### src/design/mqttpr_pkg.sv
// shared types and constants for the mqtt packet receiver
// used by the front parser, event queue, response back end and top level
`timescale 1ns / 1ps
`default_nettype none

package mqttpr_pkg;

  localparam int unsigned PKT_LEN_W   = 28;
  localparam int unsigned TOPIC_LEN_W = 16;
  localparam int unsigned EVQ_DEPTH   = 4;
  localparam int unsigned EVQ_PTR_W   = $clog2(EVQ_DEPTH);
  localparam int unsigned EVQ_CNT_W   = $clog2(EVQ_DEPTH + 1);

  localparam logic [PKT_LEN_W-1:0]   MAX_PKT_RESET   = 28'd4096;
  localparam logic [TOPIC_LEN_W-1:0] MAX_TOPIC_RESET = 16'd256;

  // control packet types
  localparam logic [3:0] T_CONNACK = 4'd2;
  localparam logic [3:0] T_PUBLISH = 4'd3;
  localparam logic [3:0] T_PUBACK  = 4'd4;
  localparam logic [3:0] T_PUBREC  = 4'd5;
  localparam logic [3:0] T_PUBREL  = 4'd6;
  localparam logic [3:0] T_PUBCOMP = 4'd7;

  // out_kind codes
  localparam logic [1:0] KIND_RESP = 2'd0;
  localparam logic [1:0] KIND_CONN = 2'd1;
  localparam logic [1:0] KIND_ERR  = 2'd2;

  // error codes
  localparam logic [1:0] ERR_LEN_FIELD = 2'd0;
  localparam logic [1:0] ERR_PKT_LEN   = 2'd1;
  localparam logic [1:0] ERR_QOS       = 2'd2;
  localparam logic [1:0] ERR_TOPIC     = 2'd3;

  // register indexes
  localparam logic REG_MAX_PKT   = 1'b0;
  localparam logic REG_MAX_TOPIC = 1'b1;

  typedef enum logic [1:0] {
    EV_NONE,
    EV_CONN,
    EV_ERR,
    EV_ANS
  } ev_kind_e;

  typedef struct packed {
    ev_kind_e    kind;
    logic [1:0]  code;
    logic [7:0]  head;
    logic [15:0] id;
  } event_t;

endpackage

`default_nettype wire

### src/design/mqttpr_front.sv
// front parser: walks fixed header, length and body one byte per cycle while accept_i is high
// and classifies each byte into at most one event; needs mqttpr_pkg
`timescale 1ns / 1ps
`default_nettype none

module mqttpr_front (
  input  wire logic                                clk_i,
  input  wire logic                                rst_ni,
  input  wire logic                                accept_i,
  input  wire logic [7:0]                          rx_byte_i,
  input  wire logic [mqttpr_pkg::PKT_LEN_W-1:0]    max_pkt_i,
  input  wire logic [mqttpr_pkg::TOPIC_LEN_W-1:0]  max_topic_i,
  output mqttpr_pkg::event_t                       ev_o,
  output logic                                     halted_o
);
  import mqttpr_pkg::*;

  typedef enum logic [3:0] {
    PH_HEADER,
    PH_LENGTH,
    PH_SKIP,
    PH_TOPIC_LEN_HI,
    PH_TOPIC_LEN_LO,
    PH_TOPIC,
    PH_ID_HI,
    PH_ID_LO,
    PH_PAYLOAD
  } phase_e;

  phase_e                 phase_q, phase_d;
  logic [3:0]             type_q, type_d;
  logic [1:0]             qos_q, qos_d;
  logic [1:0]             len_idx_q, len_idx_d;
  logic [PKT_LEN_W-1:0]   rem_q, rem_d;
  logic [PKT_LEN_W-1:0]   body_q, body_d;
  logic [TOPIC_LEN_W-1:0] topic_q, topic_d;
  logic [15:0]            id_q, id_d;
  logic [1:0]             skip_pos_q, skip_pos_d;
  logic                   halted_q, halted_d;
  event_t                 ev;

  function automatic event_t complete_ev(logic [3:0] ptype, logic [1:0] qos,
                                         logic [15:0] id);
    event_t e;
    e = '{kind: EV_NONE, code: 2'd0, head: 8'd0, id: id};
    unique case (ptype)
      T_CONNACK: e.kind = EV_CONN;
      T_PUBLISH: begin
        if (qos == 2'd1) begin
          e.kind = EV_ANS;
          e.head = {T_PUBACK, 4'h0};
        end else if (qos == 2'd2) begin
          e.kind = EV_ANS;
          e.head = {T_PUBREC, 4'h0};
        end
      end
      T_PUBREC: begin
        e.kind = EV_ANS;
        e.head = {T_PUBREL, 4'h2};
      end
      T_PUBREL: begin
        e.kind = EV_ANS;
        e.head = {T_PUBCOMP, 4'h0};
      end
      default: e.kind = EV_NONE;
    endcase
    return e;
  endfunction

  always_comb begin
    logic [PKT_LEN_W-1:0] rem_new;
    logic [PKT_LEN_W-1:0] body_dec;
    logic [15:0]          topic_new;
    logic [17:0]          need;
    logic                 failed;
    logic [1:0]           fail_code;

    phase_d    = phase_q;
    type_d     = type_q;
    qos_d      = qos_q;
    len_idx_d  = len_idx_q;
    rem_d      = rem_q;
    body_d     = body_q;
    topic_d    = topic_q;
    id_d       = id_q;
    skip_pos_d = skip_pos_q;
    halted_d   = halted_q;
    ev         = '{kind: EV_NONE, code: 2'd0, head: 8'd0, id: 16'd0};
    rem_new    = rem_q;
    body_dec   = body_q - PKT_LEN_W'(1);
    topic_new  = {topic_q[15:8], rx_byte_i};
    need       = {2'b00, topic_new} + 18'd2 + ((qos_q != 2'd0) ? 18'd2 : 18'd0);
    failed     = 1'b0;
    fail_code  = ERR_LEN_FIELD;

    if (accept_i && !halted_q) begin
      unique case (phase_q)
        PH_HEADER: begin
          type_d    = rx_byte_i[7:4];
          qos_d     = rx_byte_i[2:1];
          len_idx_d = 2'd0;
          rem_d     = '0;
          body_d    = '0;
          topic_d   = '0;
          id_d      = '0;
          phase_d   = PH_LENGTH;
        end
        PH_LENGTH: begin
          unique case (len_idx_q)
            2'd0: rem_new = rem_q | {21'd0, rx_byte_i[6:0]};
            2'd1: rem_new = rem_q | {14'd0, rx_byte_i[6:0], 7'd0};
            2'd2: rem_new = rem_q | {7'd0, rx_byte_i[6:0], 14'd0};
            2'd3: rem_new = rem_q | {rx_byte_i[6:0], 21'd0};
            default: rem_new = rem_q;
          endcase
          rem_d = rem_new;
          if (rx_byte_i[7]) begin
            if (len_idx_q == 2'd3) begin
              failed    = 1'b1;
              fail_code = ERR_LEN_FIELD;
            end else begin
              len_idx_d = len_idx_q + 2'd1;
            end
          end else if (rem_new > max_pkt_i) begin
            failed    = 1'b1;
            fail_code = ERR_PKT_LEN;
          end else if (type_q == T_PUBLISH && qos_q == 2'd3) begin
            failed    = 1'b1;
            fail_code = ERR_QOS;
          end else if (type_q == T_PUBLISH && rem_new < PKT_LEN_W'(2)) begin
            failed    = 1'b1;
            fail_code = ERR_TOPIC;
          end else begin
            phase_d    = (type_q == T_PUBLISH) ? PH_TOPIC_LEN_HI : PH_SKIP;
            body_d     = rem_new;
            skip_pos_d = 2'd0;
            // empty body completes on its last length byte
            if (rem_new == '0) begin
              phase_d = PH_HEADER;
              ev      = complete_ev(type_q, qos_q, id_q);
            end
          end
        end
        default: begin
          body_d = body_dec;
          unique case (phase_q)
            PH_SKIP: begin
              // first two body bytes carry the packet id
              if (skip_pos_q == 2'd0) begin
                id_d = {rx_byte_i, 8'h00};
              end else if (skip_pos_q == 2'd1) begin
                id_d = {id_q[15:8], rx_byte_i};
              end
              skip_pos_d = (skip_pos_q == 2'd2) ? 2'd2 : skip_pos_q + 2'd1;
            end
            PH_TOPIC_LEN_HI: begin
              topic_d = {rx_byte_i, 8'h00};
              phase_d = PH_TOPIC_LEN_LO;
            end
            PH_TOPIC_LEN_LO: begin
              topic_d = topic_new;
              if (topic_new >= max_topic_i || PKT_LEN_W'(need) > rem_q) begin
                failed    = 1'b1;
                fail_code = ERR_TOPIC;
              end else if (topic_new != '0) begin
                phase_d = PH_TOPIC;
              end else begin
                phase_d = (qos_q != 2'd0) ? PH_ID_HI : PH_PAYLOAD;
              end
            end
            PH_TOPIC: begin
              topic_d = topic_q - TOPIC_LEN_W'(1);
              if (topic_q == TOPIC_LEN_W'(1)) begin
                phase_d = (qos_q != 2'd0) ? PH_ID_HI : PH_PAYLOAD;
              end
            end
            PH_ID_HI: begin
              id_d    = {rx_byte_i, 8'h00};
              phase_d = PH_ID_LO;
            end
            PH_ID_LO: begin
              id_d    = {id_q[15:8], rx_byte_i};
              phase_d = PH_PAYLOAD;
            end
            default: ;
          endcase
          if (!failed && body_dec == '0) begin
            phase_d = PH_HEADER;
            ev      = complete_ev(type_q, qos_q, id_d);
          end
        end
      endcase

      if (failed) begin
        halted_d = 1'b1;
        phase_d  = PH_HEADER;
        ev       = '{kind: EV_ERR, code: fail_code, head: 8'd0, id: 16'd0};
      end
    end
  end

  always_ff @(posedge clk_i or negedge rst_ni) begin
    if (!rst_ni) begin
      phase_q    <= PH_HEADER;
      type_q     <= '0;
      qos_q      <= '0;
      len_idx_q  <= '0;
      rem_q      <= '0;
      body_q     <= '0;
      topic_q    <= '0;
      id_q       <= '0;
      skip_pos_q <= '0;
      halted_q   <= 1'b0;
    end else begin
      phase_q    <= phase_d;
      type_q     <= type_d;
      qos_q      <= qos_d;
      len_idx_q  <= len_idx_d;
      rem_q      <= rem_d;
      body_q     <= body_d;
      topic_q    <= topic_d;
      id_q       <= id_d;
      skip_pos_q <= skip_pos_d;
      halted_q   <= halted_d;
    end
  end

  assign ev_o     = ev;
  assign halted_o = halted_q;

endmodule

`default_nettype wire

### src/design/mqttpr_evq.sv
// short event queue between front parser and response back end
// depth from mqttpr_pkg; registered write, first-word read
`timescale 1ns / 1ps
`default_nettype none

module mqttpr_evq (
  input  wire logic                clk_i,
  input  wire logic                rst_ni,
  input  wire logic                wr_en_i,
  input  wire mqttpr_pkg::event_t  wr_data_i,
  input  wire logic                rd_en_i,
  output mqttpr_pkg::event_t       rd_data_o,
  output logic                     full_o,
  output logic                     empty_o
);
  import mqttpr_pkg::*;

  event_t               mem_q [EVQ_DEPTH];
  logic [EVQ_PTR_W-1:0] wr_ptr_q, rd_ptr_q;
  logic [EVQ_CNT_W-1:0] cnt_q, cnt_d;

  always_comb begin
    cnt_d = cnt_q;
    if (wr_en_i && !rd_en_i) begin
      cnt_d = cnt_q + EVQ_CNT_W'(1);
    end else if (!wr_en_i && rd_en_i) begin
      cnt_d = cnt_q - EVQ_CNT_W'(1);
    end
  end

  always_ff @(posedge clk_i or negedge rst_ni) begin
    if (!rst_ni) begin
      wr_ptr_q <= '0;
      rd_ptr_q <= '0;
      cnt_q    <= '0;
    end else begin
      cnt_q <= cnt_d;
      if (wr_en_i) begin
        wr_ptr_q <= wr_ptr_q + EVQ_PTR_W'(1);
      end
      if (rd_en_i) begin
        rd_ptr_q <= rd_ptr_q + EVQ_PTR_W'(1);
      end
    end
  end

  always_ff @(posedge clk_i) begin
    if (wr_en_i) begin
      mem_q[wr_ptr_q] <= wr_data_i;
    end
  end

  assign rd_data_o = mem_q[rd_ptr_q];
  assign full_o    = (cnt_q == EVQ_CNT_W'(EVQ_DEPTH));
  assign empty_o   = (cnt_q == '0);

endmodule

`default_nettype wire

### src/design/mqttpr_back.sv
// response back end: takes events from the queue and plays them out
// as result beats, four for an answer packet; needs mqttpr_pkg
`timescale 1ns / 1ps
`default_nettype none

module mqttpr_back (
  input  wire logic               clk_i,
  input  wire logic               rst_ni,
  input  wire logic               evq_empty_i,
  input  wire mqttpr_pkg::event_t evq_data_i,
  output logic                    evq_rd_o,
  input  wire logic               pop_acc_i,
  output logic                    valid_o,
  output logic [1:0]              out_kind_o,
  output logic [7:0]              out_byte_o,
  output logic [1:0]              error_code_o,
  output logic                    last_o
);
  import mqttpr_pkg::*;

  event_t     cur_q;
  logic [1:0] beat_q;
  logic       valid_q;
  logic       final_beat;
  logic       take;
  logic       load;

  assign final_beat = (cur_q.kind != EV_ANS) || (beat_q == 2'd3);
  // output stage frees up on the pop of its final beat
  assign take       = valid_q ? (pop_acc_i && final_beat) : 1'b1;
  assign load       = take && !evq_empty_i;
  assign evq_rd_o   = load;

  always_ff @(posedge clk_i or negedge rst_ni) begin
    if (!rst_ni) begin
      valid_q <= 1'b0;
      beat_q  <= '0;
    end else if (load) begin
      valid_q <= 1'b1;
      beat_q  <= '0;
    end else if (pop_acc_i) begin
      if (final_beat) begin
        valid_q <= 1'b0;
      end else begin
        beat_q <= beat_q + 2'd1;
      end
    end
  end

  always_ff @(posedge clk_i) begin
    if (load) begin
      cur_q <= evq_data_i;
    end
  end

  always_comb begin
    out_byte_o   = 8'd0;
    error_code_o = 2'd0;
    unique case (cur_q.kind)
      EV_ANS: begin
        out_kind_o = KIND_RESP;
        unique case (beat_q)
          2'd0: out_byte_o = cur_q.head;
          2'd1: out_byte_o = 8'h02;
          2'd2: out_byte_o = cur_q.id[15:8];
          2'd3: out_byte_o = cur_q.id[7:0];
          default: out_byte_o = 8'd0;
        endcase
      end
      EV_CONN: out_kind_o = KIND_CONN;
      default: begin
        out_kind_o   = KIND_ERR;
        error_code_o = cur_q.code;
      end
    endcase
  end

  assign valid_o = valid_q;
  assign last_o  = final_beat;

endmodule

`default_nettype wire

### src/design/mqtt_packet_receiver.sv
// mqtt control packet receiver: one received byte per cycle, no stall on its own;
// a result reaches the output through the event queue and the back end's output register when nothing waits.
// an answer takes 4 output beats; the event queue holds 4 events, and push stalls
// (full high) only while it is full.
// reset: limits go to 4096 and 256, parser expects a fixed header, halt flag and queue clear.
// top level: config registers, front parser, event queue and response back end
`timescale 1ns / 1ps
`default_nettype none

module mqtt_packet_receiver (
  input  wire logic        clk_i,
  input  wire logic        rst_ni,
  input  wire logic        push,
  output logic             full,
  input  wire logic [7:0]  rx_byte_i,
  output logic             empty,
  input  wire logic        pop,
  output logic [1:0]       out_kind_o,
  output logic [7:0]       out_byte_o,
  output logic [1:0]       error_code_o,
  output logic             last_o,
  input  wire logic        psel,
  input  wire logic        penable,
  input  wire logic        pwrite,
  input  wire logic [2:0]  paddr,
  input  wire logic [31:0] pwdata,
  output logic [31:0]      prdata,
  output logic             pready
);
  import mqttpr_pkg::*;

  logic [PKT_LEN_W-1:0]   max_pkt_q;
  logic [TOPIC_LEN_W-1:0] max_topic_q;
  logic                   cfg_wr;
  logic                   in_acc;
  logic                   out_acc;
  event_t                 front_ev;
  event_t                 evq_data;
  logic                   evq_full;
  logic                   evq_empty;
  logic                   evq_rd;
  logic                   out_valid;
  logic                   halted;

  assign pready = 1'b1;
  assign cfg_wr = psel && penable && pwrite && pready;

  always_ff @(posedge clk_i or negedge rst_ni) begin
    if (!rst_ni) begin
      max_pkt_q   <= MAX_PKT_RESET;
      max_topic_q <= MAX_TOPIC_RESET;
    end else if (cfg_wr) begin
      unique case (paddr[2])
        REG_MAX_PKT:   max_pkt_q   <= pwdata[PKT_LEN_W-1:0];
        REG_MAX_TOPIC: max_topic_q <= pwdata[TOPIC_LEN_W-1:0];
        default: ;
      endcase
    end
  end

  always_comb begin
    unique case (paddr[2])
      REG_MAX_PKT:   prdata = {{(32-PKT_LEN_W){1'b0}}, max_pkt_q};
      REG_MAX_TOPIC: prdata = {{(32-TOPIC_LEN_W){1'b0}}, max_topic_q};
      default:       prdata = '0;
    endcase
  end

  assign full    = evq_full;
  assign in_acc  = push && !full;
  assign empty   = !out_valid;
  assign out_acc = pop && !empty;

  mqttpr_front u_front (
    .clk_i       (clk_i),
    .rst_ni      (rst_ni),
    .accept_i    (in_acc),
    .rx_byte_i   (rx_byte_i),
    .max_pkt_i   (max_pkt_q),
    .max_topic_i (max_topic_q),
    .ev_o        (front_ev),
    .halted_o    (halted)
  );

  mqttpr_evq u_evq (
    .clk_i     (clk_i),
    .rst_ni    (rst_ni),
    .wr_en_i   (front_ev.kind != EV_NONE),
    .wr_data_i (front_ev),
    .rd_en_i   (evq_rd),
    .rd_data_o (evq_data),
    .full_o    (evq_full),
    .empty_o   (evq_empty)
  );

  mqttpr_back u_back (
    .clk_i        (clk_i),
    .rst_ni       (rst_ni),
    .evq_empty_i  (evq_empty),
    .evq_data_i   (evq_data),
    .evq_rd_o     (evq_rd),
    .pop_acc_i    (out_acc),
    .valid_o      (out_valid),
    .out_kind_o   (out_kind_o),
    .out_byte_o   (out_byte_o),
    .error_code_o (error_code_o),
    .last_o       (last_o)
  );

  // single-beat results always close their group
  a_single_last : assert property (@(posedge clk_i) disable iff (!rst_ni)
    (!empty && out_kind_o != KIND_RESP) |-> last_o)
    else $error("connack or error beat without last");

  a_code_zero : assert property (@(posedge clk_i) disable iff (!rst_ni)
    (!empty && out_kind_o != KIND_ERR) |-> (error_code_o == ERR_LEN_FIELD))
    else $error("error code set on a non-error beat");

  // once halted, the parser stays halted and emits nothing further
  a_halt_sticky : assert property (@(posedge clk_i) disable iff (!rst_ni)
    halted |=> (halted && front_ev.kind == EV_NONE))
    else $error("parser left halt or produced an event");

  a_no_push_full : assert property (@(posedge clk_i) disable iff (!rst_ni)
    evq_full |-> (front_ev.kind == EV_NONE))
    else $error("event produced while queue full");

endmodule

`default_nettype wire
### config.mk
export PLATFORM = sky130hd
export DESIGN_NAME = mqtt_packet_receiver
export DESIGN_NICKNAME = d
export VERILOG_FILES = /design/src/design/mqttpr_pkg.sv /design/src/design/mqttpr_front.sv /design/src/design/mqttpr_evq.sv /design/src/design/mqttpr_back.sv /design/src/design/mqtt_packet_receiver.sv
export SDC_FILE = /design/constraint.sdc
export NUM_CORES = 1
export LEC_CHECK = 0
export BUFFER_PORTS_ARGS = -buffer_cell sky130_fd_sc_hd__clkbuf_2
export CAP_MARGIN = 40
export CORE_AREA = 4 4 169 171
export CTS_CLUSTER_SIZE = 16
export DETAILED_ROUTE_END_ITERATION = 10
export DIE_AREA = 0 0 173 175
export PLACE_DENSITY_LB_ADDON = 0.1
export SYNTH_ARGS = -nofsm -noshare
export SYNTH_HDL_FRONTEND = slang
export SYNTH_SLANG_ARGS = --single-unit
### constraint.sdc
create_clock -name clk_i -period 6.2 [get_ports clk_i]
set_clock_uncertainty 0.1 [all_clocks]
set_input_delay 0.31 -clock clk_i [delete_from_list [all_inputs] [get_ports clk_i]]
set_output_delay 0.31 -clock clk_i [all_outputs]
set_load 0.01 [all_outputs]
## After elaboration in Yosys (flattened, before gate mapping)

Memory sizes are Yosys's and may differ from the RTL's. A register that Yosys moved wholly into a read port is not among the register bits.
Index checks and enable logic that the tools add are counted.

| word-level totals | value |
|---|---|
| flip-flop bits (word level) | 157 |
| memory bits (writable) | 112 |
| bits of input ports | 50 |
| output and inout port bits | 48 |
| logic and storage cells | 227 |
| memories | 1 |

| operators by class | value |
|---|---|
| $add $sub $neg | 11 |
| order comparisons | 4 |
| eq/ne operators | 41 |
| mux-type cells | 89 |
| bitwise operators | 7 |
| reductions and logical operators | 56 |

Memories:

| memory | depth | bits a word | read ports | clocked after memory_dff | write ports | line | text |
|---|---|---|---|---|---|---|---|
| u_evq.mem_q | 4 | 28 | 1 | 1 | 1 | mqttpr_evq.sv:18 | `event_t mem_q [EVQ_DEPTH];` |

Operators by type and width:

| operator | number |
|---|---|
| 28-bit two-way mux | 14 |
| 28-bit one-hot mux with 2 select lines | 3 |
| 28-bit one-hot mux with 4 select lines | 1 |
| 16-bit one-hot mux with 3 select lines | 2 |
| 16-bit one-hot mux with 2 select lines | 2 |
| 32-bit one-hot mux with 2 select lines | 1 |
| 28-bit zero test | 2 |
| 4-bit two-way mux | 11 |
| 2-bit two-way mux | 21 |
| 8-bit one-hot mux with 4 select lines | 1 |
| 18-bit by 28-bit > comparator with 1-bit output | 1 |
| 28-bit > comparator | 1 |
| 28-bit by 2-bit < comparator with 1-bit output (second input constant) | 1 |
| 28-bit by 14-bit bitwise OR with 28-bit output | 1 |
| 28-bit by 21-bit bitwise OR with 28-bit output | 1 |
| 28-bit bitwise OR | 1 |
| 28-bit by 7-bit bitwise OR with 28-bit output | 1 |
| 28-bit by 1-bit subtractor with 28-bit output (second input constant) | 1 |
| 4-bit by 3-bit equality test with 1-bit output (second input constant) | 6 |
| 8-bit two-way mux | 3 |
| 8-bit one-hot mux with 3 select lines | 1 |
| 4-bit one-hot mux with 5 select lines | 1 |
| 18-bit adder | 1 |
| 16-bit by 2-bit adder with 17-bit output (second input constant) | 1 |
| 44 further kinds | 129 |

## Longest topological paths before layout

Gate-level depths: netlist of the first run.

| logic depth | value |
|---|---|
| depth in word-level cells | 20 |
| depth in mapped cells | 27 |
| gate-level depth less buffers | 25 |

## Hierarchy

From an unflattened synthesis of the first run, not the netlist that was laid out.

| unflattened totals | value |
|---|---|
| cell total of the unflattened synthesis | 1526 |
| area, all modules | 16669.7 um^2 |

By module, submodules not included:

| module | instances | cells each | area an instance (um^2) | seq. area each (um^2) |
|---|---|---|---|---|
| mqttpr_front | 1 | 1129 | 8898.5 | 2577.5 |
| mqttpr_evq | 1 | 180 | 4435.5 | 3538.4 |
| mqtt_packet_receiver | 1 | 136 | 2075.7 | 1103.6 |
| mqttpr_back | 1 | 81 | 1260.0 | 915.9 |

## Worst setup path after synthesis of the first run

Ideal clock, no wire load.

| path | value |
|---|---|
| path kind | input port to flip-flop |
| start | input port rx_byte_i[1] |
| end | register u_evq.cnt_q[2] |
| library setup time | 0.079 ns |
| data arrival time | 5.217 ns |
| required time | 6.021 ns |
| slack | 0.803 ns |
| stages on the path | 25 |
| path buffers | 1 |
| cell sequence | ha_1 clkbuf_1 nand2b_1 o22ai_1 nand4_1 or3b_2 nor3_1 nor2b_1 o21ai_0 xnor2_1 ha_1 a21oi_1 nand2_1 a221o_1 o41a_1 nor2_1 and4_1 o21ai_2 a21oi_4 ha_1 inv_1 fa_1 xor2_1 nor2_1 xor2_1 |

| between the ends | value |
|---|---|
| word-level cells in the longest chain between the ends | 18 |
| elaborated cells between the ends (all ways) | 43 |
| those cells by class | add/sub (2); order compare (4); mux (23); bitwise (4); reduce/logical (10) |

RTL lines:

| element | line | text |
|---|---|---|
| from (decl) | mqtt_packet_receiver.sv:15 | `input wire logic [7:0] rx_byte_i,` |
| 16-bit by 2-bit adder with 17-bit output (tied with other cells) | mqttpr_front.sv:92 | `need = {2'b00, topic_new} + 18'd2 + ((qos_q != 2'd0) ? 18'd2 : 18'd0);` |
| 18-bit adder or 28-bit one-hot mux with 4 select lines (tied branches) | mqttpr_front.sv:92, mqttpr_front.sv:109 |  |
| 18-bit by 28-bit > comparator with 1-bit output or 28-bit two-way mux (tied branches) | mqttpr_front.sv:162, mqttpr_front.sv:97 |  |
| 1-bit logical OR or 28-bit two-way mux (tied branches) | mqttpr_front.sv:162, mqttpr_front.sv:96 |  |
| 1-bit two-way mux or 28-bit by 2-bit < comparator with 1-bit output (tied branches) | mqttpr_front.sv:162, mqttpr_front.sv:130 |  |
| 1-bit two-way mux or 1-bit logical AND (tied branches) | mqttpr_front.sv:146, mqttpr_front.sv:130 |  |
| 1-bit two-way mux, on equally long branches | mqttpr_front.sv:97, mqttpr_front.sv:130 |  |
| 1-bit two-way mux, on equally long branches | mqttpr_front.sv:96, mqttpr_front.sv:127 |  |
| [3 not listed] | n/a |  |
| 28-bit one-hot mux with 2 select lines or 1-bit two-way mux (tied branches) | mqttpr_front.sv:97, mqttpr_front.sv:96 |  |
| 28-bit two-way mux * | mqttpr_front.sv:194 | `if (failed) begin` |
| 28-bit two-way mux * | mqttpr_front.sv:96 | `if (accept_i && !halted_q) begin` |
| 2-bit nonzero test * | mqtt_packet_receiver.sv:88 | `.wr_en_i (front_ev.kind != EV_NONE),` |
| via u_evq.wr_en_i | mqttpr_evq.sv:9 | `input wire logic wr_en_i,` |
| 1-bit zero test | mqttpr_evq.sv:26 | `end else if (!wr_en_i && rd_en_i) begin` |
| 1-bit logical AND | mqttpr_evq.sv:26 |  |
| 2-bit nonzero test (no line) | n/a |  |
| to (signal assigned) | mqttpr_evq.sv:37 | `cnt_q <= cnt_d;` |
| to (decl) | mqttpr_evq.sv:20 | `logic [EVQ_CNT_W-1:0] cnt_q, cnt_d;` |

The timed path passes the listed nets; every way through them passes the cells marked *. The select of a mux whose other input is x is not followed.
A chain may end at the register's enable or synchronous reset.

## Worst setup path after layout of the first run

| path | value |
|---|---|
| start | register u_front.qos_q[0] |
| end | register u_evq.cnt_q[2] |

| between the ends | value |
|---|---|
| word-level cells in the longest chain between the ends | 19 |
| elaborated cells between the ends (all ways) | 38 |
| those cells by class | add/sub (1); order compare (1); eq/ne (3); mux (23); reduce/logical (10) |

RTL lines:

| element | line | text |
|---|---|---|
| from (decl) | mqttpr_front.sv:32 | `logic [1:0] qos_q, qos_d;` |
| from (signal assigned) | mqttpr_front.sv:217 | `qos_q <= qos_d;` |
| 2-bit nonzero test | mqttpr_front.sv:92 |  |
| 2-bit two-way mux | mqttpr_front.sv:92 |  |
| 18-bit adder | mqttpr_front.sv:92 |  |
| 18-bit by 28-bit > comparator with 1-bit output | mqttpr_front.sv:162 | `if (topic_new >= max_topic_i \|\| PKT_LEN_W'(need) > rem_q) begin` |
| 1-bit logical OR | mqttpr_front.sv:162 |  |
| 1-bit two-way mux | mqttpr_front.sv:162 |  |
| 1-bit two-way mux | mqttpr_front.sv:146 | `unique case (phase_q)` |
| 1-bit two-way mux | mqttpr_front.sv:97 | `unique case (phase_q)` |
| [4 not listed] | n/a |  |
| 28-bit one-hot mux with 2 select lines | mqttpr_front.sv:97 |  |
| 28-bit two-way mux * | mqttpr_front.sv:194 |  |
| 28-bit two-way mux * | mqttpr_front.sv:96 |  |
| 2-bit nonzero test * | mqtt_packet_receiver.sv:88 |  |
| via u_evq.wr_en_i | mqttpr_evq.sv:9 |  |
| 1-bit zero test | mqttpr_evq.sv:26 |  |
| 1-bit logical AND | mqttpr_evq.sv:26 |  |
| 2-bit nonzero test (no line) | n/a |  |

Marks and branches as above.

==> results.md, run 1 <==
* Row count at 60
* Most common cell after layout, fill and taps aside: dfrtp_1
* Total core area at 26900 sq um
* Synth area leader: dfrtp_1
* DR WL/cell at 20.2 um
* Drt total wl at between 40000 and 50000 um
* Nets at ~1800
* GRT Resource Usage Total at 26.6%
* Status: complete, no violations
* Clock Tree Root: clkbuf_16
* Max cap viols at 0
* P&R area growth vs syn at 13.6%
* Layout cells sized above 1 at 16.9%
* CTS tree: built
* Clock tree buffer depth at 3
* Total Power at about 0.008 W
* Hold Path Class: in2reg
* Via/cell ratio at 6.18
* Post-synth EDFFs at between 100 and 150
* Initial DRC count at 1282
* Fin crit share at 92.1%
* Power per cell area at 429 nW/um^2
* Synth top area cells: dfrtp_1 (24%), edfxtp_1 (22%), ha_1 (6.8%)
* Most frequent cells in the layout: dfrtp_1 (155), nand2_1 (142), o21ai_0 (138), edfxtp_1 (120), nor2_1 (118)
* Sum Neg Setup Slack at 0 ps
* GPL Wtd Cong at 0.895
* Worst-path fanout max at 7
* RSZ-0062 raised after global routing: no
* I/O pins at 98
* Rel. slew slack at 38.6%
* CTS Buf Count at 30
* Overflow after GRT at 0
* DRT antenna net count at 0
* Syn Std Cell Area at around 16000 sq um
* Avg Cell Area, Syn at 10.2 sq um
* Sequential-to-total area share from yosys stat at 46.8%
* Die Wd at 173 um
* Initial antenna violation count at 0
* Die Footprint at roughly 30000 sq um
* Routed vias at 12600
* # fillers at 2042
* Top FF cell, synth: dfrtp_1
* Mapped Cells at 1574
* Htree depth at 1
* Yosys warnings at 0
* Final setup fails at 0
* Crit start category: register
* Register cell area after layout at 7530 sq um
* Fmax at 175 MHz
* Crit end category: register
* Yosys top cell area share at around a quarter
* Clk_lat worst skew at approximately 550 ps
* Reg clk slew, reported paths at 60 ps
* Final hold vios at 0
* Crit path required time at 6570 ps
* Max-slew violations at 0
* # port buffers at 86
* Number of global-route vias before repair at between 10000 and 15000
* Crit path DAT at around 6000 ps
* Seq cells post-synth at 277
* Detailed placement HPWL at 28700 um
* Lkg Pwr at 7.58 nW
* Worst setup path class: reg2reg
* Initial core utilization at 59.8%
* Area of the multi-input gates at 7770 sq um
* Peak VDD IR at 0.000263 V
* DRC Markers at 0
* Sink Count at 277
* First-pass GRT wire length at 66100 um
* Actual transition at the worst max-transition pin at 919 ps
* First-pass iteration count of the detailed router at 6
* # diodes at 0
* Minimum clock period at 5710 ps
* Die Ht at approximately 180 um
* Netlist cell types at 84
* Largest net degree at the start of global routing at 57
* Synth async-reset ratio at 56.7%
==> timing repair <==
item | in CTS | in global routing
hold buffers | 30 | 0
hold endpoints to repair | 90 | 0
setup buffers | 0 | 0
gates resized for setup | 0 | 0
==> where the power goes <==
| group | internal (W) | leakage (nW) | switching [W] |
|---|---|---|---|
| combinational | 0.00125 | 3.82 | 0.00178 |
| clock | 0.00124 | 0.540 | 0.000742 |
| sequential | 0.00235 | 3.22 | 0.000474 |
| total | 0.00484 | 7.58 | 0.00300 |
==> path summary, 6_finish.rpt <==
| path | from | end | slack [ps] | cells past startpoint |
|---|---|---|---|---|
| hold / removal | rx_byte_i[0] | u_front.id_q[0] | 120 | 2 |
| setup / recovery | u_front.qos_q[0] | u_evq.cnt_q[2] | 490 | 25 |
| max in group asynchronous | rst_ni | u_front.body_q[5] | 4650 | 3 |
| hold reg to reg | u_front.id_q[3] | u_front.id_q[3] | 400 | 1 |
| setup reg to reg | u_front.qos_q[0] | u_evq.cnt_q[2] | 490 | 25 |
| min in group asynchronous | rst_ni | u_evq.cnt_q[2] | 170 | 2 |
==> through the flow <==
step	std cells	utilization, %	hold slack, ps	area, sq um	setup WS [ps]
6_report	2033	68.0	117	18300	491
5_1_grt	2033	68.0	93.9	18300	3.16
4_1_cts	2033	68.0	101	18300	455
3_5_place_dp	1947	62.7	191	16900	175
3_3_place_gp	1940	62.4	372	16800	336
2_1_floorplan	1578	-	-85.6	16100	803
==> routing by layer <==
layer	wire length [um]	part of all wire, %	vias up	track usage [%]
met5	0	0	-	0
met4	981	2.4	0	6.39
met3	2620	6.4	69	4.33
met2	19500	47	412	44.5
met1	18000	44	6177	36.9
li1	-	-	5914	-
==> state kept, by name, indices dropped and copies added (netlist names) <==
signal / count
max_pkt_q: 28
u_evq.wr_ptr_q: 2
u_back.cur_q: 24
u_front.body_q: 28
u_back.beat_q: 2
u_back.valid_o: 1
u_front.id_q: 16
u_evq.rd_ptr_q: 2
u_front.len_idx_q: 2
u_front.type_q: 4
u_front.rem_q: 28
u_front.qos_q: 2
u_front.topic_q: 16
u_front.phase_q: 4
u_evq.cnt_q: 3
u_front.skip_pos_q: 2
u_evq.mem_q: 96
max_topic_q: 16
u_front.halted_o: 1
==> worst max-delay path: stages (launching register included) <==
cell      delay [ps]
dfrtp_1          350
inv_1             80
ha_1             230
inv_1             60
ha_1             180
nand4_1          150
or3b_2           500
nor3_1           280
nor2b_1          230
o21ai_0          170
xnor2_1          190
ha_1             330
nand4_1          180
nor3_1           270
a21boi_0         210
o41a_1           250
nor3_1           100
a31oi_4          320
inv_2             90
a21oi_4          240
ha_1             230
inv_1             60
fa_1             370
xor2_1           170
nor2_1           110
xor2_1           170
==> synth_stat cells, drive strengths merged, types with 4 or more instances <==
library cell / number
a211oi: 6
a21boi: 14
a21o: 7
a21oi: 67
a22o: 20
a22oi: 35
a32oi: 10
and2: 8
and4: 5
buf: 32
clkbuf: 67
dfrtp: 155
edfxtp: 120
ha: 87
inv: 94
mux2: 56
mux2i: 5
mux4: 24
nand2: 143
nand2b: 15
nand3: 36
nand3b: 17
nand4: 24
nor2: 118
nor2b: 18
nor3: 43
nor3b: 8
nor4: 29
o211ai: 16
o21a: 5
o21ai: 142
o31a: 4
o31ai: 27
or2: 7
or3: 11
or4: 4
xnor2: 24
xor2: 27
==> cell families after synthesis <==
family                   count (synthesis)  synth area share, %
AO/OA/AOI/OAI                          378                 15.1
XOR/XNOR                                51                 2.78
adder cells (fa/ha/maj)                 88                 6.89
buffers and inverters                  193                 5.10
flip-flops                             277                 46.8
multiplexers                            85                 7.66
other                                    2               0.0467
AND/OR/NAND/NOR                        500                 15.6
==> cell type report <==
| class | count | area share, % |
|---|---|---|
| clock inverters | 18 | 1.49 |
| clock buffers | 38 | 4.55 |
| well taps | 341 | 2.34 |
| repair buffers | 157 | 5.92 |
| inverters | 94 | 1.93 |
| flip-flops and latches | 277 | 41.2 |
| multi-input cells | 1108 | 42.5 |
(Power assumes the default switching activity.)
==> run 2: changes to the inputs <==
--- a/config.mk
+++ b/config.mk
@@ -5,12 +5,13 @@
 export SDC_FILE = /design/constraint.sdc
 export NUM_CORES = 1
 export LEC_CHECK = 0
+export ABC_AREA = 1
 export BUFFER_PORTS_ARGS = -buffer_cell sky130_fd_sc_hd__clkbuf_2
 export CAP_MARGIN = 40
-export CORE_AREA = 4 4 169 171
+export CORE_AREA = 4 4 224 226
 export CTS_CLUSTER_SIZE = 16
 export DETAILED_ROUTE_END_ITERATION = 10
-export DIE_AREA = 0 0 173 175
+export DIE_AREA = 0 0 228 230
 export PLACE_DENSITY_LB_ADDON = 0.1
 export SYNTH_ARGS = -nofsm -noshare
 export SYNTH_HDL_FRONTEND = slang
==> run 2 against run 1 <==
- area after synthesis rose by 3.9%
- non-clock buffer count fell by 16
- combinational power fell by 59%
- hold slack improved by 14 ps
- design area rose by 5.9%
- global-route usage fell by 7.9 points
- synthesized cell count rose by 34%
==> results.md, run 2 <==
* Status: complete, no violations
* Crit path DAT at around 5900 ps
* GRT Resource Usage Total at 18.7%
* Nets at 2354
* Crit path required time at 6530 ps
* Mapped Cells at between 2000 and 2500
* I/O pins at 98
* Synth area leader: dfrtp_1
* Drt total wl at 49400 um
* Rel. slew slack at 41.7%
* # port buffers at 86
* CTS Buf Count at 35
* Commonest cells in the netlist: nand2_1 (467), inv_1 (308), nor2_1 (237)
* P&R area growth vs syn at 15.8%
* Sink Count at between 200 and 300
* Yosys warnings at 0
* Fin crit share at 90.2%
* Number of global-route vias before repair at 13900
* Most common cell after layout, fill and taps aside: nand2_1
* Clock Tree Root: clkbuf_16
* Largest Register: u_evq.mem_q
* Syn Std Cell Area at 16700 sq um
* Max stage delay on crit path at ~420 ps
* Power per cell area at 286 nW/um^2
* Clock network power share at 36.4%
* Worst-path fanout max at 10
* RSZ-0062 raised after global routing: no
* Crit start category: register
* Synth async-reset ratio at roughly 57%
* Register cell area after layout at 7530 sq um
* Clock tree buffer depth at 3
* First-pass GRT wire length at 78500 um
* Htree depth at 2
* Seq pwr share at 41.1%
* Row count at 81
* Int Pwr at 0.00376 W
* Largest net degree at the start of global routing at 58
* Final WS setup at 609 ps
* Routed vias at 14200
* Total core area at around 48000 sq um
* Max-slew violations at 0
* Top-count cell post-synth: nand2_1
* CP dominant cell by count: nand2_1
* Post-synth EDFFs at 120
* Area of the multi-input gates at 7640 sq um
* Die Wd at 228 um
* Final setup fails at 0
* Initial DRC count at 860
* CTS tree: built
* Die Footprint at 52400 sq um
* Worst setup path class: reg2reg
* Net Sw Frac at 31.9%
* GPL Wtd Cong at 0.829
* Initial antenna violation count at 0
* Setup bufs post-CTS at 0
* Max cap viols at 0
* DRC Markers at 0
* Peak VDD IR at about 0.00017 V
* Hold Path Class: in2async
* Psw at around 0.0018 W
* Layout cells sized above 1 at 11.1%
* # fillers at 4995
* Die Ht at 230 um
* DRT antenna net count at 0
* Crit end category: register
* Most frequent cells in the layout: nand2_1 (467), inv_1 (308), nor2_1 (235), o21ai_0 (232), dfrtp_1 (155)
* Clk_lat worst skew at 560 ps
* Yosys top cell area share at 23.2%
* DP Worst Slack at 460 ps
* Slowest-stage cell, CP: fa_1
* Final hold vios at 0
* Via/cell ratio at a little under 5
* Avg Cell Area, Syn at 7.92 sq um
* First-pass iteration count of the detailed router at 5
* Lkg Pwr at 9.04 nW
* Synth top area cells: dfrtp_1 (23%), edfxtp_1 (22%), nand2_1 (10%)
* Reg clk slew, reported paths at 60 ps
* Sum Neg Setup Slack at 0 ps
* Overflow after GRT at 0
* Fmax at between 150 and 200 MHz
* Comb pwr share at 22.5%
* Minimum clock period at 5590 ps
* Number of flip-flops under the largest register name at between 90 and 100
* Top FF cell, synth: dfrtp_1
* DR WL/cell at 17.3 um
* Netlist cell types at 59
* Seq cells post-synth at 277
* # diodes at 0
* Actual transition at the worst max-transition pin at 867 ps
* Initial core utilization at 34.6%
* Detailed placement HPWL at 36400 um
* Worst reg2reg path depth at 32
* Sequential-to-total area share from yosys stat at a little under half
-- run 2: cell count changes after synthesis, moves of 35 or more --
cell     before  now
a22oi_1      35    0
inv_1        93  308
mux2_2       52    1
nand2_1     142  467
nor2_1      118  237
o21ai_0     138  232
o22ai_1       2   41
-- run 2: worst max-delay path, delay by kind of cell (launching register included) --
kind	cells	cell delay, ps
AOI/OAI and AO/OA	1	320
xor gates and xnor gates	1	160
adders and majority gates	6	1490
buffers and inverters	5	360
DFF	1	370
muxes	1	270
and+or+nand+nor	18	2430
-- run 2: worst paths after layout --
| check | startpoint | slack [ps] | end |
|---|---|---|---|
| setup / recovery | u_front.qos_q[0] | 610 | u_evq.cnt_q[1] |
| hold / removal | rst_ni | 130 | max_topic_q[12] |
| setup reg to reg | u_front.qos_q[0] | 610 | u_evq.cnt_q[1] |
| hold reg to reg | max_pkt_q[15] | 380 | max_pkt_q[15] |
| max in group asynchronous | rst_ni | 4600 | u_front.body_q[15] |
| min in group clk_i | rx_byte_i[6] | 130 | u_front.type_q[2] |
-- run 2: timing repair --
action,4_1_cts,5_1_grt
hold endpoints to repair,133,0
hold buffers,30,0
gates resized for setup,0,0
-- run 2: kinds of logic (layout without fill, tap and decap cells) --
family	after synthesis	count (layout)	synth area share (%)
other cells	2	6	0.0450
compound gates	425	425	14.0
mux	1	1	0.0674
fa+ha+maj	88	88	6.64
simple gates	886	886	23.0
xor+xnor	35	35	1.88
buf+inv	394	523	9.29
flops	277	277	45.1
-- run 2: stage by stage --
stage | power [W] | area (sq um) | std cells | hold slack (ps) | util (%)
2_1_floorplan | 0.00307 | 16700 | 2112 | -85.6 | -
3_3_place_gp | 0.00349 | 17700 | 2763 | 368 | 36.7
3_5_place_dp | 0.00355 | 17900 | 2771 | 142 | 37.0
4_1_cts | 0.00561 | 19300 | 2863 | 104 | 40.0
5_1_grt | 0.00586 | 19300 | 2863 | 157 | 40.0
6_report | 0.00553 | 19300 | 2863 | 131 | 40.0
-- run 2: power groups by stage --
stage	clock network (W)	registers, W	logic (W)
6_report	0.00201	0.00227	0.00125
2_1_floorplan	0	0.00225	0.000819
5_1_grt	0.00214	0.00229	0.00142
3_5_place_dp	0	0.00231	0.00124
3_3_place_gp	0	0.00233	0.00116
4_1_cts	0.00208	0.00227	0.00126
-- run 2: routing by layer --
layer / track usage [%] / part of all wire (%) / vias to the layer above
met5: 0 / 0 / -
met4: 4.86 / 2.1 / 0
met3: 2.47 / 3.6 / 67
met2: 31.6 / 48 / 256
met1: 25.5 / 47 / 6740
li1: - / - / 7100
-- run 2: cell type report --
cell class	count	share of cell area [%]
Clock buffer	42	4.87
Clock inverter	20	1.01
Inverter	320	6.22
Multi-Input combinational cell	1441	39.5
Sequential cell	277	39.0
Tap cell	622	4.02
Timing Repair Buffer	141	5.41
==> run 3: changes to the inputs <==
--- a/config.mk
+++ b/config.mk
@@ -12,7 +12,6 @@
 export CTS_CLUSTER_SIZE = 16
 export DETAILED_ROUTE_END_ITERATION = 10
 export DIE_AREA = 0 0 228 230
-export PLACE_DENSITY_LB_ADDON = 0.1
 export SYNTH_ARGS = -nofsm -noshare
 export SYNTH_HDL_FRONTEND = slang
 export SYNTH_SLANG_ARGS = --single-unit
==> run 3 against run 2 <==
- non-clock buffer count down 5
- design area down 0.41%
- register-to-register slack better by 80 ps
- via count up 1.2%
- cell count down 0.31%
- combinational power about the same
- clock-buffer cell count down 5
- global-route usage down 1.4 points
==> results.md, run 3 (synthesis gave the netlist of run 2 again) <==
* Layout cells sized above 1 at 10.8%
* Worst-path fanout max at 10
* CTS Buf Count at 31
* Crit end category: register
* Clk_lat worst skew at 590 ps
* Status: complete, no violations
* DRT antenna net count at 0
* Max stage delay on crit path at 430 ps
* Largest net degree at the start of global routing at between 50 and 60
* Clock tree buffer depth at 3
* Slowest-stage cell, CP: fa_1
* Initial core utilization at 34.6%
* Final hold vios at 0
* Setup crit end: u_evq.cnt_q[1]
* Register cell area after layout at 7530 sq um
* GPL Wtd Cong at ~0.93
* Final core occ at 39.8%
* Sum Neg Setup Slack at 0 ps
* R2r setup slk at 690 ps
* GRT Resource Usage Total at 17.3%
* # diodes at 0
* Hold Path Class: in2reg
* Overflow after GRT at 0
* I/O pins at 98
* Worst setup path class: reg2reg
* CTS tree: built
* Fmax at 181 MHz
* Most common cell after layout, fill and taps aside: nand2_1
* Row count at 81
* Sink Count at 277
* Final WS setup at 686 ps
* Critical Path Source: u_front.qos_q[0]
* FF-to-FF Start: u_front.qos_q[0]
* Worst flop-to-flop path endpoint: u_evq.cnt_q[1]
* Area of the multi-input gates at about 7600 sq um
* Die Wd at 228 um
* Lkg Pwr at 9.00 nW
* Actual transition at the worst max-transition pin at about 850 ps
* Drt total wl at ~47000 um
* Total core area at 48300 sq um
* Detailed placement HPWL at about 34000 um
* First-pass GRT wire length at 74500 um
* Rel. slew slack at 43.1%
* Clock Tree Root: clkbuf_16
* Peak VDD IR at 0.000215 V
* DRC Markers at 0
* Crit path DAT at 5880 ps
* Number of global-route vias before repair at 14100
* # port buffers at 86
* Initial antenna violation count at 0
* Htree depth at 1
* Setup bufs post-CTS at 0
* Initial DRC count at 1161
* Power per cell area at 291 nW/um^2
* Reg clk slew, reported paths at around 60 ps
* Largest Register: u_evq.mem_q
* Max cap viols at 0
* Via/cell ratio at 5.02
* Crit start category: register
* # fillers at about 4900
* Most frequent cells in the layout: nand2_1 (466), inv_1 (308), nor2_1 (235), o21ai_0 (232), dfrtp_1 (155)
* Nets at 2345
* Worst reg2reg path depth at 32
* Fin crit share at 88.9%
* Minimum clock period at 5510 ps
* RSZ-0062 raised after global routing: no
* Number of flip-flops under the largest register name at 96
* Die Footprint at 52400 sq um
* Die Ht at approximately 230 um
* Final setup fails at 0
* Total Power at ~0.0056 W
* Crit path required time at approximately 6600 ps
* Routed vias at 14300
* First-pass iteration count of the detailed router at 5
* P&R area growth vs syn at 15.3%
* DR WL/cell at 16.3 um
* Max-slew violations at 0
* DP Worst Slack at between 500 and 600 ps
## run 3: changes by cell type in the layout (fill, tap and decap cells not counted), sizes merged
cell	delta
buf	-4
clkdlybuf4s15	-1
clkinvlp	-1
inv	+1
bufinv	+7
clkbuf	-5
clkinv	-6
## run 3: layout make-up
cell class	instances	area share, %
Clock inverter	21	1.86
Sequential cell	277	39.1
Timing Repair Buffer	136	4.75
Inverter	320	6.25
Multi-Input combinational cell	1441	39.7
Clock buffer	37	4.30
Tap cell	622	4.04
## run 3: where the power goes
group | total (W) | switching [W] | internal (W) | leakage [nW]
registers | 0.00226 | 0.000110 | 0.00214 | 3.13
clock network | 0.00213 | 0.000793 | 0.00133 | 0.576
logic | 0.00122 | 0.000798 | 0.000419 | 5.29
## run 3: through the flow
stage | cell area (sq um) | hold WS [ps] | instances
2_1_floorplan | 16700 | -85.6 | 2112
3_3_place_gp | 17700 | 228 | 2764
3_5_place_dp | 17800 | 229 | 2766
4_1_cts | 19300 | 3.51 | 2854
5_1_grt | 19300 | 98.9 | 2854
6_report | 19300 | 51.6 | 2854
## run 3: critical path, delay by kind of cell, from the launching register on
kind,cells,cell delay [ps]
xor+xnor,1,170
buf+inv,5,380
fa+ha+maj,6,1490
mux,1,270
compound gates,1,290
simple gates,18,2310
flops,1,390
## run 3: layer usage
| layer | GRT usage, % | share of wire [%] | vias up |
|---|---|---|---|
| met4 | 6.58 | 4.1 | 0 |
| li1 | - | - | 7080 |
| met2 | 29.3 | 47 | 384 |
| met3 | 3.05 | 5.2 | 106 |
| met1 | 22.2 | 44 | 6757 |
| met5 | 0 | 0 | - |
## run 3: repair_timing
| action | in CTS | in global routing |
|---|---|---|
| endpoints found under the setup margin | 0 | 2 |
| hold buffers | 30 | 0 |
| gates resized for setup | 0 | 1 |
| hold endpoints to repair | 98 | 0 |
## run 3: worst min-delay path by stage
stage                       startpoint           endpoint  cells after the start
final                     rx_byte_i[6]  u_front.type_q[2]                      3
after global routing      rx_byte_i[6]  u_front.type_q[2]                      3
after floorplan                 rst_ni       max_pkt_q[0]                      0
after CTS                 rx_byte_i[6]  u_front.type_q[2]                      3
after detailed placement        rst_ni   u_back.beat_q[1]                      1
after global placement          rst_ni   u_back.beat_q[1]                      1
